`src/design/eba_pkg.sv`:
```
// Shared types, operation codes and constants for the eight-bit ALU with flags.
`default_nettype none

package eba_pkg;

    // Operation codes carried in the mode field.
    localparam logic [4:0] MODE_ADD  = 5'd0;
    localparam logic [4:0] MODE_ADC  = 5'd1;
    localparam logic [4:0] MODE_SUB  = 5'd2;
    localparam logic [4:0] MODE_SBC  = 5'd3;
    localparam logic [4:0] MODE_AND  = 5'd4;
    localparam logic [4:0] MODE_XOR  = 5'd5;
    localparam logic [4:0] MODE_OR   = 5'd6;
    localparam logic [4:0] MODE_CP   = 5'd7;
    localparam logic [4:0] MODE_INC  = 5'd8;
    localparam logic [4:0] MODE_DEC  = 5'd9;
    localparam logic [4:0] MODE_DAA  = 5'd10;
    localparam logic [4:0] MODE_CPL  = 5'd11;
    localparam logic [4:0] MODE_CCF  = 5'd12;
    localparam logic [4:0] MODE_RLC  = 5'd13;
    localparam logic [4:0] MODE_SWAP = 5'd20;
    localparam logic [4:0] MODE_BIT  = 5'd21;
    localparam logic [4:0] MODE_RES  = 5'd22;
    localparam logic [4:0] MODE_SET  = 5'd23;
    localparam logic [4:0] MODE_RLCA = 5'd24;
    localparam logic [4:0] MODE_RRA  = 5'd27;

    // Shift unit operation kinds.
    localparam logic [2:0] SH_RLC  = 3'd0;
    localparam logic [2:0] SH_RRC  = 3'd1;
    localparam logic [2:0] SH_RL   = 3'd2;
    localparam logic [2:0] SH_RR   = 3'd3;
    localparam logic [2:0] SH_SLA  = 3'd4;
    localparam logic [2:0] SH_SRA  = 3'd5;
    localparam logic [2:0] SH_SRL  = 3'd6;
    localparam logic [2:0] SH_SWAP = 3'd7;

    // Decimal adjust constants.
    localparam logic [3:0] BCD_DIGIT_MAX = 4'h9;
    localparam logic [7:0] BCD_BYTE_MAX  = 8'h99;
    localparam logic [7:0] DAA_LO_ADJ    = 8'h06;
    localparam logic [7:0] DAA_HI_ADJ    = 8'h60;

    typedef struct packed {
        logic [4:0] mode;
        logic [7:0] a_value;
        logic [7:0] operand;
        logic [2:0] bit_index;
        logic       zero_in;
        logic       sub_in;
        logic       half_in;
        logic       carry_in;
    } t_alu_in;

    typedef struct packed {
        logic [7:0] result;
        logic       zero_out;
        logic       sub_out;
        logic       half_out;
        logic       carry_out;
    } t_alu_out;

endpackage

`default_nettype wire

```
`src/design/eba_shift.sv`:
```
// Rotate, shift and nibble swap unit with the bit shifted out as carry.
`default_nettype none

module eba_shift
    import eba_pkg::*;
(
    input  wire logic [2:0] i_kind,
    input  wire logic [7:0] i_value,
    input  wire logic       i_carry,
    output logic      [7:0] o_value,
    output logic            o_carry
);

    always_comb begin
        case (i_kind)
            SH_RLC: begin
                o_value = {i_value[6:0], i_value[7]};
                o_carry = i_value[7];
            end
            SH_RRC: begin
                o_value = {i_value[0], i_value[7:1]};
                o_carry = i_value[0];
            end
            SH_RL: begin
                o_value = {i_value[6:0], i_carry};
                o_carry = i_value[7];
            end
            SH_RR: begin
                o_value = {i_carry, i_value[7:1]};
                o_carry = i_value[0];
            end
            SH_SLA: begin
                o_value = {i_value[6:0], 1'b0};
                o_carry = i_value[7];
            end
            SH_SRA: begin
                o_value = {i_value[7], i_value[7:1]};
                o_carry = i_value[0];
            end
            SH_SRL: begin
                o_value = {1'b0, i_value[7:1]};
                o_carry = i_value[0];
            end
            default: begin
                o_value = {i_value[3:0], i_value[7:4]};
                o_carry = 1'b0;
            end
        endcase
    end

endmodule

`default_nettype wire

```
`src/design/eba_core.sv`:
```
// Combinational ALU datapath: arithmetic, logic, decimal adjust, shifts and bit operations.
`default_nettype none

module eba_core
    import eba_pkg::*;
(
    input  wire t_alu_in  i_item,
    output t_alu_out      o_out
);

    logic       carry_use;
    logic [8:0] sum9;
    logic [4:0] sum_lo;
    logic [8:0] diff9;
    logic [4:0] diff_lo;
    logic [7:0] bit_mask;
    logic [7:0] daa_adj;
    logic       daa_hi;
    logic [7:0] sh_in;
    logic [4:0] sh_kind_full;
    logic [7:0] sh_out;
    logic       sh_carry;
    logic       is_acc_rot;

    always_comb begin
        carry_use = i_item.carry_in && (i_item.mode == MODE_ADC || i_item.mode == MODE_SBC);
        sum9    = {1'b0, i_item.a_value} + {1'b0, i_item.operand} + {8'd0, carry_use};
        sum_lo  = {1'b0, i_item.a_value[3:0]} + {1'b0, i_item.operand[3:0]}
                + {4'd0, carry_use};
        // Bit 8 and bit 4 of the differences are the full and half borrows.
        diff9   = {1'b0, i_item.a_value} - {1'b0, i_item.operand} - {8'd0, carry_use};
        diff_lo = {1'b0, i_item.a_value[3:0]} - {1'b0, i_item.operand[3:0]}
                - {4'd0, carry_use};
        bit_mask = 8'd1 << i_item.bit_index;
    end

    // Decimal adjust correction.
    always_comb begin
        daa_adj = 8'd0;
        daa_hi  = 1'b0;
        if (i_item.sub_in) begin
            if (i_item.half_in) begin
                daa_adj = daa_adj | DAA_LO_ADJ;
            end
            if (i_item.carry_in) begin
                daa_adj = daa_adj | DAA_HI_ADJ;
            end
        end else begin
            if (i_item.half_in || i_item.a_value[3:0] > BCD_DIGIT_MAX) begin
                daa_adj = daa_adj | DAA_LO_ADJ;
            end
            if (i_item.carry_in || i_item.a_value > BCD_BYTE_MAX) begin
                daa_adj = daa_adj | DAA_HI_ADJ;
                daa_hi  = 1'b1;
            end
        end
    end

    // One shift unit serves both the operand forms and the accumulator rotates.
    always_comb begin
        is_acc_rot   = (i_item.mode >= MODE_RLCA);
        sh_in        = is_acc_rot ? i_item.a_value : i_item.operand;
        sh_kind_full = is_acc_rot ? (i_item.mode - MODE_RLCA) : (i_item.mode - MODE_RLC);
    end

    eba_shift u_shift (
        .i_kind  (sh_kind_full[2:0]),
        .i_value (sh_in),
        .i_carry (i_item.carry_in),
        .o_value (sh_out),
        .o_carry (sh_carry)
    );

    always_comb begin
        o_out.result    = i_item.a_value;
        o_out.zero_out  = i_item.zero_in;
        o_out.sub_out   = i_item.sub_in;
        o_out.half_out  = i_item.half_in;
        o_out.carry_out = i_item.carry_in;
        case (i_item.mode) inside
            MODE_ADD, MODE_ADC: begin
                o_out.result    = sum9[7:0];
                o_out.zero_out  = (sum9[7:0] == 8'd0);
                o_out.sub_out   = 1'b0;
                o_out.half_out  = sum_lo[4];
                o_out.carry_out = sum9[8];
            end
            MODE_SUB, MODE_SBC, MODE_CP: begin
                // Compare keeps the accumulator but sets flags as a subtract.
                if (i_item.mode != MODE_CP) begin
                    o_out.result = diff9[7:0];
                end
                o_out.zero_out  = (diff9[7:0] == 8'd0);
                o_out.sub_out   = 1'b1;
                o_out.half_out  = diff_lo[4];
                o_out.carry_out = diff9[8];
            end
            MODE_AND: begin
                o_out.result    = i_item.a_value & i_item.operand;
                o_out.zero_out  = ((i_item.a_value & i_item.operand) == 8'd0);
                o_out.sub_out   = 1'b0;
                o_out.half_out  = 1'b1;
                o_out.carry_out = 1'b0;
            end
            MODE_XOR: begin
                o_out.result    = i_item.a_value ^ i_item.operand;
                o_out.zero_out  = ((i_item.a_value ^ i_item.operand) == 8'd0);
                o_out.sub_out   = 1'b0;
                o_out.half_out  = 1'b0;
                o_out.carry_out = 1'b0;
            end
            MODE_OR: begin
                o_out.result    = i_item.a_value | i_item.operand;
                o_out.zero_out  = ((i_item.a_value | i_item.operand) == 8'd0);
                o_out.sub_out   = 1'b0;
                o_out.half_out  = 1'b0;
                o_out.carry_out = 1'b0;
            end
            MODE_INC: begin
                o_out.result   = i_item.operand + 8'd1;
                o_out.zero_out = (i_item.operand == 8'hFF);
                o_out.sub_out  = 1'b0;
                o_out.half_out = (i_item.operand[3:0] == 4'hF);
            end
            MODE_DEC: begin
                o_out.result   = i_item.operand - 8'd1;
                o_out.zero_out = (i_item.operand == 8'd1);
                o_out.sub_out  = 1'b1;
                o_out.half_out = (i_item.operand[3:0] == 4'h0);
            end
            MODE_DAA: begin
                if (i_item.sub_in) begin
                    o_out.result   = i_item.a_value - daa_adj;
                    o_out.zero_out = ((i_item.a_value - daa_adj) == 8'd0);
                end else begin
                    o_out.result    = i_item.a_value + daa_adj;
                    o_out.zero_out  = ((i_item.a_value + daa_adj) == 8'd0);
                    o_out.carry_out = daa_hi;
                end
                o_out.half_out = 1'b0;
            end
            MODE_CPL: begin
                o_out.result   = ~i_item.a_value;
                o_out.sub_out  = 1'b1;
                o_out.half_out = 1'b1;
            end
            MODE_CCF: begin
                o_out.sub_out   = 1'b0;
                o_out.half_out  = 1'b0;
                o_out.carry_out = ~i_item.carry_in;
            end
            [MODE_RLC:MODE_SWAP]: begin
                o_out.result    = sh_out;
                o_out.zero_out  = (sh_out == 8'd0);
                o_out.sub_out   = 1'b0;
                o_out.half_out  = 1'b0;
                o_out.carry_out = sh_carry;
            end
            MODE_BIT: begin
                o_out.result   = i_item.operand;
                o_out.zero_out = ((i_item.operand & bit_mask) == 8'd0);
                o_out.sub_out  = 1'b0;
                o_out.half_out = 1'b1;
            end
            MODE_RES: begin
                o_out.result = i_item.operand & ~bit_mask;
            end
            MODE_SET: begin
                o_out.result = i_item.operand | bit_mask;
            end
            [MODE_RLCA:MODE_RRA]: begin
                o_out.result    = sh_out;
                o_out.zero_out  = 1'b0;
                o_out.sub_out   = 1'b0;
                o_out.half_out  = 1'b0;
                o_out.carry_out = sh_carry;
            end
            default: begin
                // Unused codes return the accumulator with all flags unchanged.
                o_out.result = i_item.a_value;
            end
        endcase
    end

endmodule

`default_nettype wire

```
`src/design/eight_bit_alu_with_flags_top.sv`:
```
// Top level of the eight-bit ALU with flags: input register, datapath and result register.
// One item is accepted in every clock cycle at which start is high; busy never rises. The
// item is captured in an input register, passes through the combinational ALU datapath and
// lands in the result register, so each result appears on o_result with o_valid high for
// one cycle. Results come out in item order and are presented whether or not anyone takes
// them. The block keeps no state between items.
`default_nettype none

module eight_bit_alu_with_flags_top
    import eba_pkg::*;
(
    input  wire logic     i_clk,
    input  wire logic     i_rst_n,
    input  wire logic     start,
    output logic          busy,
    input  wire t_alu_in  i_item,
    output logic          o_valid,
    output t_alu_out      o_result
);

    t_alu_in  r_in;
    logic     r_in_valid;
    t_alu_out r_out;
    logic     r_out_valid;
    t_alu_out n_out;

    assign busy = 1'b0;

    always_ff @(posedge i_clk) begin
        if (!i_rst_n) begin
            r_in_valid  <= 1'b0;
            r_out_valid <= 1'b0;
        end else begin
            r_in_valid  <= start && !busy;
            r_out_valid <= r_in_valid;
        end
    end

    always_ff @(posedge i_clk) begin
        if (start && !busy) begin
            r_in <= i_item;
        end
        r_out <= n_out;
    end

    eba_core u_core (
        .i_item (r_in),
        .o_out  (n_out)
    );

    assign o_valid  = r_out_valid;
    assign o_result = r_out;

`ifndef ASSERT_OFF
    a_in_stage: assert property (@(posedge i_clk) disable iff (!i_rst_n)
        start |=> r_in_valid)
        else $error("Accepted item did not reach the input register.");

    a_out_stage: assert property (@(posedge i_clk) disable iff (!i_rst_n)
        r_in_valid |=> o_valid)
        else $error("Item in the input register produced no result.");

    a_no_phantom: assert property (@(posedge i_clk) disable iff (!i_rst_n)
        o_valid |-> $past(r_in_valid))
        else $error("Result strobe without a preceding item.");

    a_cp_keeps_a: assert property (@(posedge i_clk) disable iff (!i_rst_n)
        (o_valid && $past(r_in.mode) == MODE_CP) |-> o_result.result == $past(r_in.a_value))
        else $error("Compare changed the accumulator value.");
`endif

endmodule

`default_nettype wire

```
`config.mk`:
```
export PLATFORM = sky130hd
export DESIGN_NAME = eight_bit_alu_with_flags_top
export DESIGN_NICKNAME = d
export VERILOG_FILES = /design/src/design/eba_pkg.sv /design/src/design/eba_shift.sv /design/src/design/eba_core.sv /design/src/design/eight_bit_alu_with_flags_top.sv
export SDC_FILE = /design/constraint.sdc
export NUM_CORES = 1
export LEC_CHECK = 0
export ABC_AREA = 1
export BUFFER_PORTS_ARGS = -buffer_cell sky130_fd_sc_hd__buf_4
export CAP_MARGIN = 20
export CORE_UTILIZATION = 56
export DETAILED_ROUTE_END_ITERATION = 8
export GPL_ROUTABILITY_DRIVEN = 0
export PLACE_DENSITY = 0.84
export REMOVE_ABC_BUFFERS = 1
export SKIP_LAST_GASP = 1
export SYNTH_ARGS = -nofsm -noshare
export SYNTH_HDL_FRONTEND = slang
export SYNTH_SLANG_ARGS = --single-unit
```
`constraint.sdc`:
```
create_clock -name i_clk -period 3.8 [get_ports i_clk]
set_input_delay 0.76 -clock i_clk [delete_from_list [all_inputs] [get_ports i_clk]]
set_output_delay 0.76 -clock i_clk [all_outputs]
set_load 0.005 [all_outputs]
```
==> results.toml, run 1 <==
[outcome]
status = "finished, final reports clean"

[critical_path]
end_kind = "flip-flop"
critPathMaxFanout = 3
worstSetupStartpoint = "r_in[24]"
r2r_end = "o_result[3]"
rr_startpoint = "r_in[24]"
rr_worst_depth = 16
max_stage_delay_ns = 0.53
worstPathArrival_ns = 3.92
startpoint_type = "flip-flop"
cp_slowest_cell = "or4_1"
worstPathCellList = "inv_1 > ha_4 > inv_4 > nor2_4 > inv_2 > a211oi_2 > buf_4 > inv_2 > fa_1 > fa_1 > o31ai_1 > a21oi_1 > o21ai_0 > xor2_1 > or4_1 > nand2_1"
worstPathRequired_ns = 4.05
crit_type = "reg -> reg"
r2r_setup_slack_ns = 0.12

[synthesis]
synth_cell_types = 50
ys_ff_latch = 42
synth.top_cell.area_share = 0.156
synth_area_per_cell_sq_um = 6.37
synthCells = 849
synth.most_common_cell = "nand2_1"
ys.flop_type = "edfxtp_1"
ys_top_cells_by_count = "nand2_1 (218), inv_1 (141), nor2_1 (68)"
synth_area_sq_mm = 0.00540
synth_top_area_cell = "edfxtp_1"
yosysWarnings = 0
synthTopCellsByArea = "edfxtp_1 (16%), nand2_1 (15%), ha_1 (11%)"
synth_edf_count = 28
synthArstFlopShare = 0
ys_seq_area_frac = 0.207

[grt]
antenna_found_initial = 0
use_met2 = 0.507
grt_pass1_wl_mm = 25.5
use_met3 = 0.0592
grt_overflow = 0
grt_busiest_layer = "met2"
use_met1 = 0.453
grt_max_degree = 30
grt_pass1_vias = 5144
grt_use_total = 0.327

[sta]
fin_tns_setup_ns = 0
timing.fmax_ghz = 0.272
worst_pin_slew_ns = 0.809
rsz0062_at_grt = "yes"
setup_viol = 0
finalMaxSlewViolations = 0
period_share = 0.967
fin_crit_ns = 3.68
hold_viol_final = 0
slew_headroom = 0.459
skew_ns = 0.0154

[detailed_routing]
vias = 5856
drt-total-wl_mm = 16.1
drc = 0
drt_iter0_drc = 800
antenna_left = 0
wl_per_cell_microns = 15.6
firstDrtPassIters = 6
via_per_inst = 5.67

[pwr]
vdd_ir_drop_max_v = 0.000205
p_leak_nw = 3.00
p_total_mw = 1.92
power_density_mw_per_mm2 = 316

[floorplan]
row_count = 35
design.core.area_sq_mm = 0.00928
die-width_microns = 100
ios = 45
initial_utilization = 0.582
die_y_microns = 100
dieArea_sq_mm = 0.0100

[run]
max_cap_viol_count = 0

[worst_hold_path]
hold_path.class = "reg -> reg"
hold_start = "r_in_valid"
hold_depth = 2
whs_endpoint = "o_valid"

[clock_network]
insertion_delay_ns = 0.31
cts_tree = "built"
cts_max_level = 2
cts_made_buffers = 5
cts_root_buf = "clkbuf_8"
cts.sinks = 42
cts_buffer_depth = 2
clk_pin_slew_worst_paths_ns = 0.09

[final_layout]
drive_above_1_share = 0.125
syn_to_final_growth_pct = 12.2
fill_cells = 852
num_antenna_cells = 0
final_nets = 985

[placed_design]
place_hpwl_mm = 12.4
io_buffers = 43
[area by class of cell]
class | count | area, sq um | area share
Clock buffer | 6 | 72.6 | 0.0120
Clock inverter | 2 | 10.0 | 0.00165
Inverter | 153 | 584 | 0.0963
Multi-Input combinational cell | 633 | 3610 | 0.596
Sequential cell | 42 | 1120 | 0.185
Tap cell | 129 | 161 | 0.0266
Timing Repair Buffer | 67 | 503 | 0.0829
[routing by layer]
metal	wire length (microns)	part of all wire
met1	6520	0.40
met2	6990	0.43
met3	2040	0.13
met4	547	0.034
met5	0	0
[worst max-delay path: cells and delay by family, from the launching register on]
kind | cells | cell delay, ns
AO/OA/AOI/OAI | 4 | 0.92
adder cells (fa/ha/maj) | 3 | 1.02
buffers and inverters | 5 | 0.43
flip-flops | 1 | 0.43
XOR/XNOR | 1 | 0.14
AND/OR/NAND/NOR | 3 | 0.68
[layout by cell type, fill, tap and decap left out, types with 3 or more instances in the layout]
cell type | synthesis | routed
nand2_1 | 218 | 218
inv_1 | 141 | 135
buf_4 | 6 | 67
nor2_1 | 68 | 66
o21ai_0 | 63 | 62
a21oi_1 | 58 | 57
ha_1 | 46 | 43
nand3_1 | 42 | 42
edfxtp_1 | 28 | 28
xor2_1 | 22 | 22
a31oi_1 | 17 | 17
dfxtp_1 | 14 | 14
o21ai_1 | 12 | 13
nor3_1 | 12 | 12
inv_2 | 6 | 11
o211ai_1 | 11 | 11
nand4_1 | 8 | 8
fa_1 | 6 | 6
nor4_1 | 5 | 5
xnor2_1 | 5 | 5
clkbuf_8 | 0 | 5
clkinv_1 | 4 | 4
nor2_4 | 2 | 3
o21ai_2 | 3 | 3
o21bai_1 | 4 | 3
o31ai_1 | 3 | 3
a21oi_2 | 2 | 3
[where the power goes]
group	switching, mW	internal [mW]
combinational	0.630	0.389
sequential	0.0528	0.557
clock	0.162	0.128
[sequential cells by signal (all words and copies together) (netlist names)]
| signal | cells |
|---|---|
| o_valid | 1 |
| r_in_valid | 1 |
| r_in | 28 |
| o_result | 12 |
[timing repair]
action,4_1_cts,5_1_grt
buffers inserted,0,1
hold buffers,0,0
setup endpoints to repair,0,2
resized for setup,0,18
[worst max-delay path by stage]
| stage | endpoint | depth (start not counted) |
|---|---|---|
| after floorplan | o_result[3] | 15 |
| after global routing | o_result[3] | 25 |
| after global placement | o_result[3] | 16 |
| after CTS | o_result[3] | 16 |
| after detailed placement | o_result[3] | 16 |
| final | o_result[3] | 16 |
[cell families after synthesis]
kind of cell               Yosys count  share of synthesized area
other                                1                   0.000694
DFF                                 42                      0.207
and+or+nand+nor                    365                      0.285
buffers and inverters              174                      0.132
AOI/OAI and AO/OA                  188                      0.203
xor gates and xnor gates            27                     0.0438
adders and majority gates           52                      0.129
[through the flow]
| step | setup slack (ns) | instances | util | instance area, sq um | hold slack, ns |
|---|---|---|---|---|---|
| finish | 0.125 | 1032 | 0.653 | 6060 | 0.416 |
| global route | -0.0779 | 1032 | 0.653 | 6060 | 0.431 |
| CTS | 0.135 | 1031 | 0.648 | 6010 | 0.420 |
| detailed placement | 0.185 | 1023 | 0.639 | 5930 | 0.401 |
| global placement | 0.238 | 1023 | 0.639 | 5930 | 0.398 |
| floorplan | 0.000143 | 828 | - | 5280 | 0.390 |
No activity file was read; power rests on OpenSTA's default activity.
==> run 2, diff against run 1 <==
- GPL_ROUTABILITY_DRIVEN: 0 -> unset
- RECOVER_POWER: unset -> 25
==> results.toml, run 2 (synthesis gave the netlist of run 1 again) <==
[outcome]
status = "finished, final reports clean"

[clock_network]
cts_tree = "built"
cts_max_level = 2
insertion_delay_ns = 0.31
cts_buffer_depth = 2
ctsHoldBuffers = 0
cts_made_buffers = 5
cts_root_buf = "clkbuf_8"
cts.sinks = 42
clk_pin_slew_worst_paths_ns = 0.09

[final_layout]
regMostFlops = "r_in"
drive_above_1_share = 0.122
largest_reg_flops = 28
syn_to_final_growth_pct = 12.3
final_common_cell = "nand2_1"
final_cell_mix = "nand2_1 (218), inv_1 (138), nor2_1 (66), o21ai_0 (62), a21oi_1 (57)"
num_antenna_cells = 0
final_nets = 987

[floorplan]
design.core.area_sq_mm = 0.00928
dieArea_sq_mm = 0.0100
ios = 45
row_count = 35
die-width_microns = 100
initial_utilization = 0.582
die_y_microns = 100

[critical_path]
startpoint_type = "flip-flop"
worstPathCellList = "inv_2 > ha_4 > inv_2 > nor2_2 > inv_1 > a211oi_2 > buf_4 > inv_1 > fa_1 > fa_1 > o31ai_2 > a21oi_1 > o21ai_0 > xor2_1 > or4_1 > nand2_1"
worstPathRequired_ns = 4.06
critical_path.top_delay_family = "adder cells"
critPathMaxFanout = 3
end_kind = "flip-flop"
worstPathArrival_ns = 3.89
cp_slowest_cell = "or4_1"
crit_type = "reg -> reg"
max_stage_delay_ns = 0.52
cp.buffers_inverters = 5

[detailed_routing]
antenna_left = 0
via_per_inst = 5.66
vias = 5848
drt_iter0_drc = 799
firstDrtPassIters = 8
drt-total-wl_mm = 17.0
drc = 0
wl_per_cell_microns = 16.4

[grt]
grt_max_degree = 30
antenna_found_initial = 0
grt_pass1_vias = 5334
grt_overflow = 0
grt_use_total = 0.345
grt_pass1_wl_mm = 26.6

[sta]
worst_pin_slew_ns = 0.800
slew_headroom = 0.465
setup_ws_ns = 0.166
fin_crit_ns = 3.63
rsz0062_at_grt = "yes"
hold_ws_ns = 0.416
fin_tns_setup_ns = 0
finalMaxSlewViolations = 0
period_share = 0.956
setup_viol = 0
timing.fmax_ghz = 0.275
hold_viol_final = 0
skew_ns = 0.0148

[pwr]
vdd_ir_drop_max_v = 0.000223
p_leak_nw = 3.01
power_density_mw_per_mm2 = 318

[placed_design]
place_ws_ns = 0.135
place_hpwl_mm = 13.1
place.gp.congestion = 1.02
io_buffers = 43

[worst_hold_path]
hold_path.class = "reg -> reg"

[run]
max_cap_viol_count = 0
run 2: worst min-delay path, delay by kind of cell, from the launching register on:
family                 cells  cell delay (ns)
flip-flops                 1             0.30
buffers and inverters      1             0.03
AND/OR/NAND/NOR            1             0.05
run 2: path summary, 6_finish.rpt:
path / cells past startpoint / startpoint / endpoint / slack [ns]
hold / removal: 2 / r_in_valid / o_valid / 0.42
setup / recovery: 16 / r_in[24] / o_result[3] / 0.17
setup reg to reg: 16 / r_in[24] / o_result[3] / 0.17
hold reg to reg: 2 / r_in_valid / o_valid / 0.42
run 2: repair_timing:
action	in CTS	in global routing
setup endpoints to repair	0	3
setup buffers	0	3
gates resized for setup	0	11
run 2: per-stage QoR:
step | total power [mW] | cells | area, sq um | util
floorplan | 1.27 | 828 | 5280 | -
global placement | 1.59 | 1023 | 5930 | 0.639
detailed placement | 1.60 | 1023 | 5930 | 0.639
CTS | 1.90 | 1031 | 6010 | 0.648
global route | 2.07 | 1034 | 6070 | 0.654
finish | 1.93 | 1034 | 6070 | 0.654
run 2: area by class of cell:
cell class / count / area, sq um
inverters: 153 / 582
clock buffers: 6 / 72.6
clock inverters: 2 / 10.0
repair buffers: 69 / 518
multi-input cells: 633 / 3600
fillers: 917 / 3220
well taps: 129 / 161
flip-flops and latches: 42 / 1120
run 2: per-layer routing:
| layer | global-route usage | wire length, microns |
|---|---|---|
| met1 | 0.448 | 6900 |
| met2 | 0.513 | 6970 |
| met3 | 0.118 | 2290 |
| met4 | 0.164 | 819 |
| met5 | 0 | 0 |
run 2: power breakdown:
part           total, mW  switching, mW  internal [mW]
Combinational       1.02          0.639          0.386
Sequential         0.611         0.0542          0.557
Clock              0.296          0.168          0.128
Total               1.93          0.861           1.07
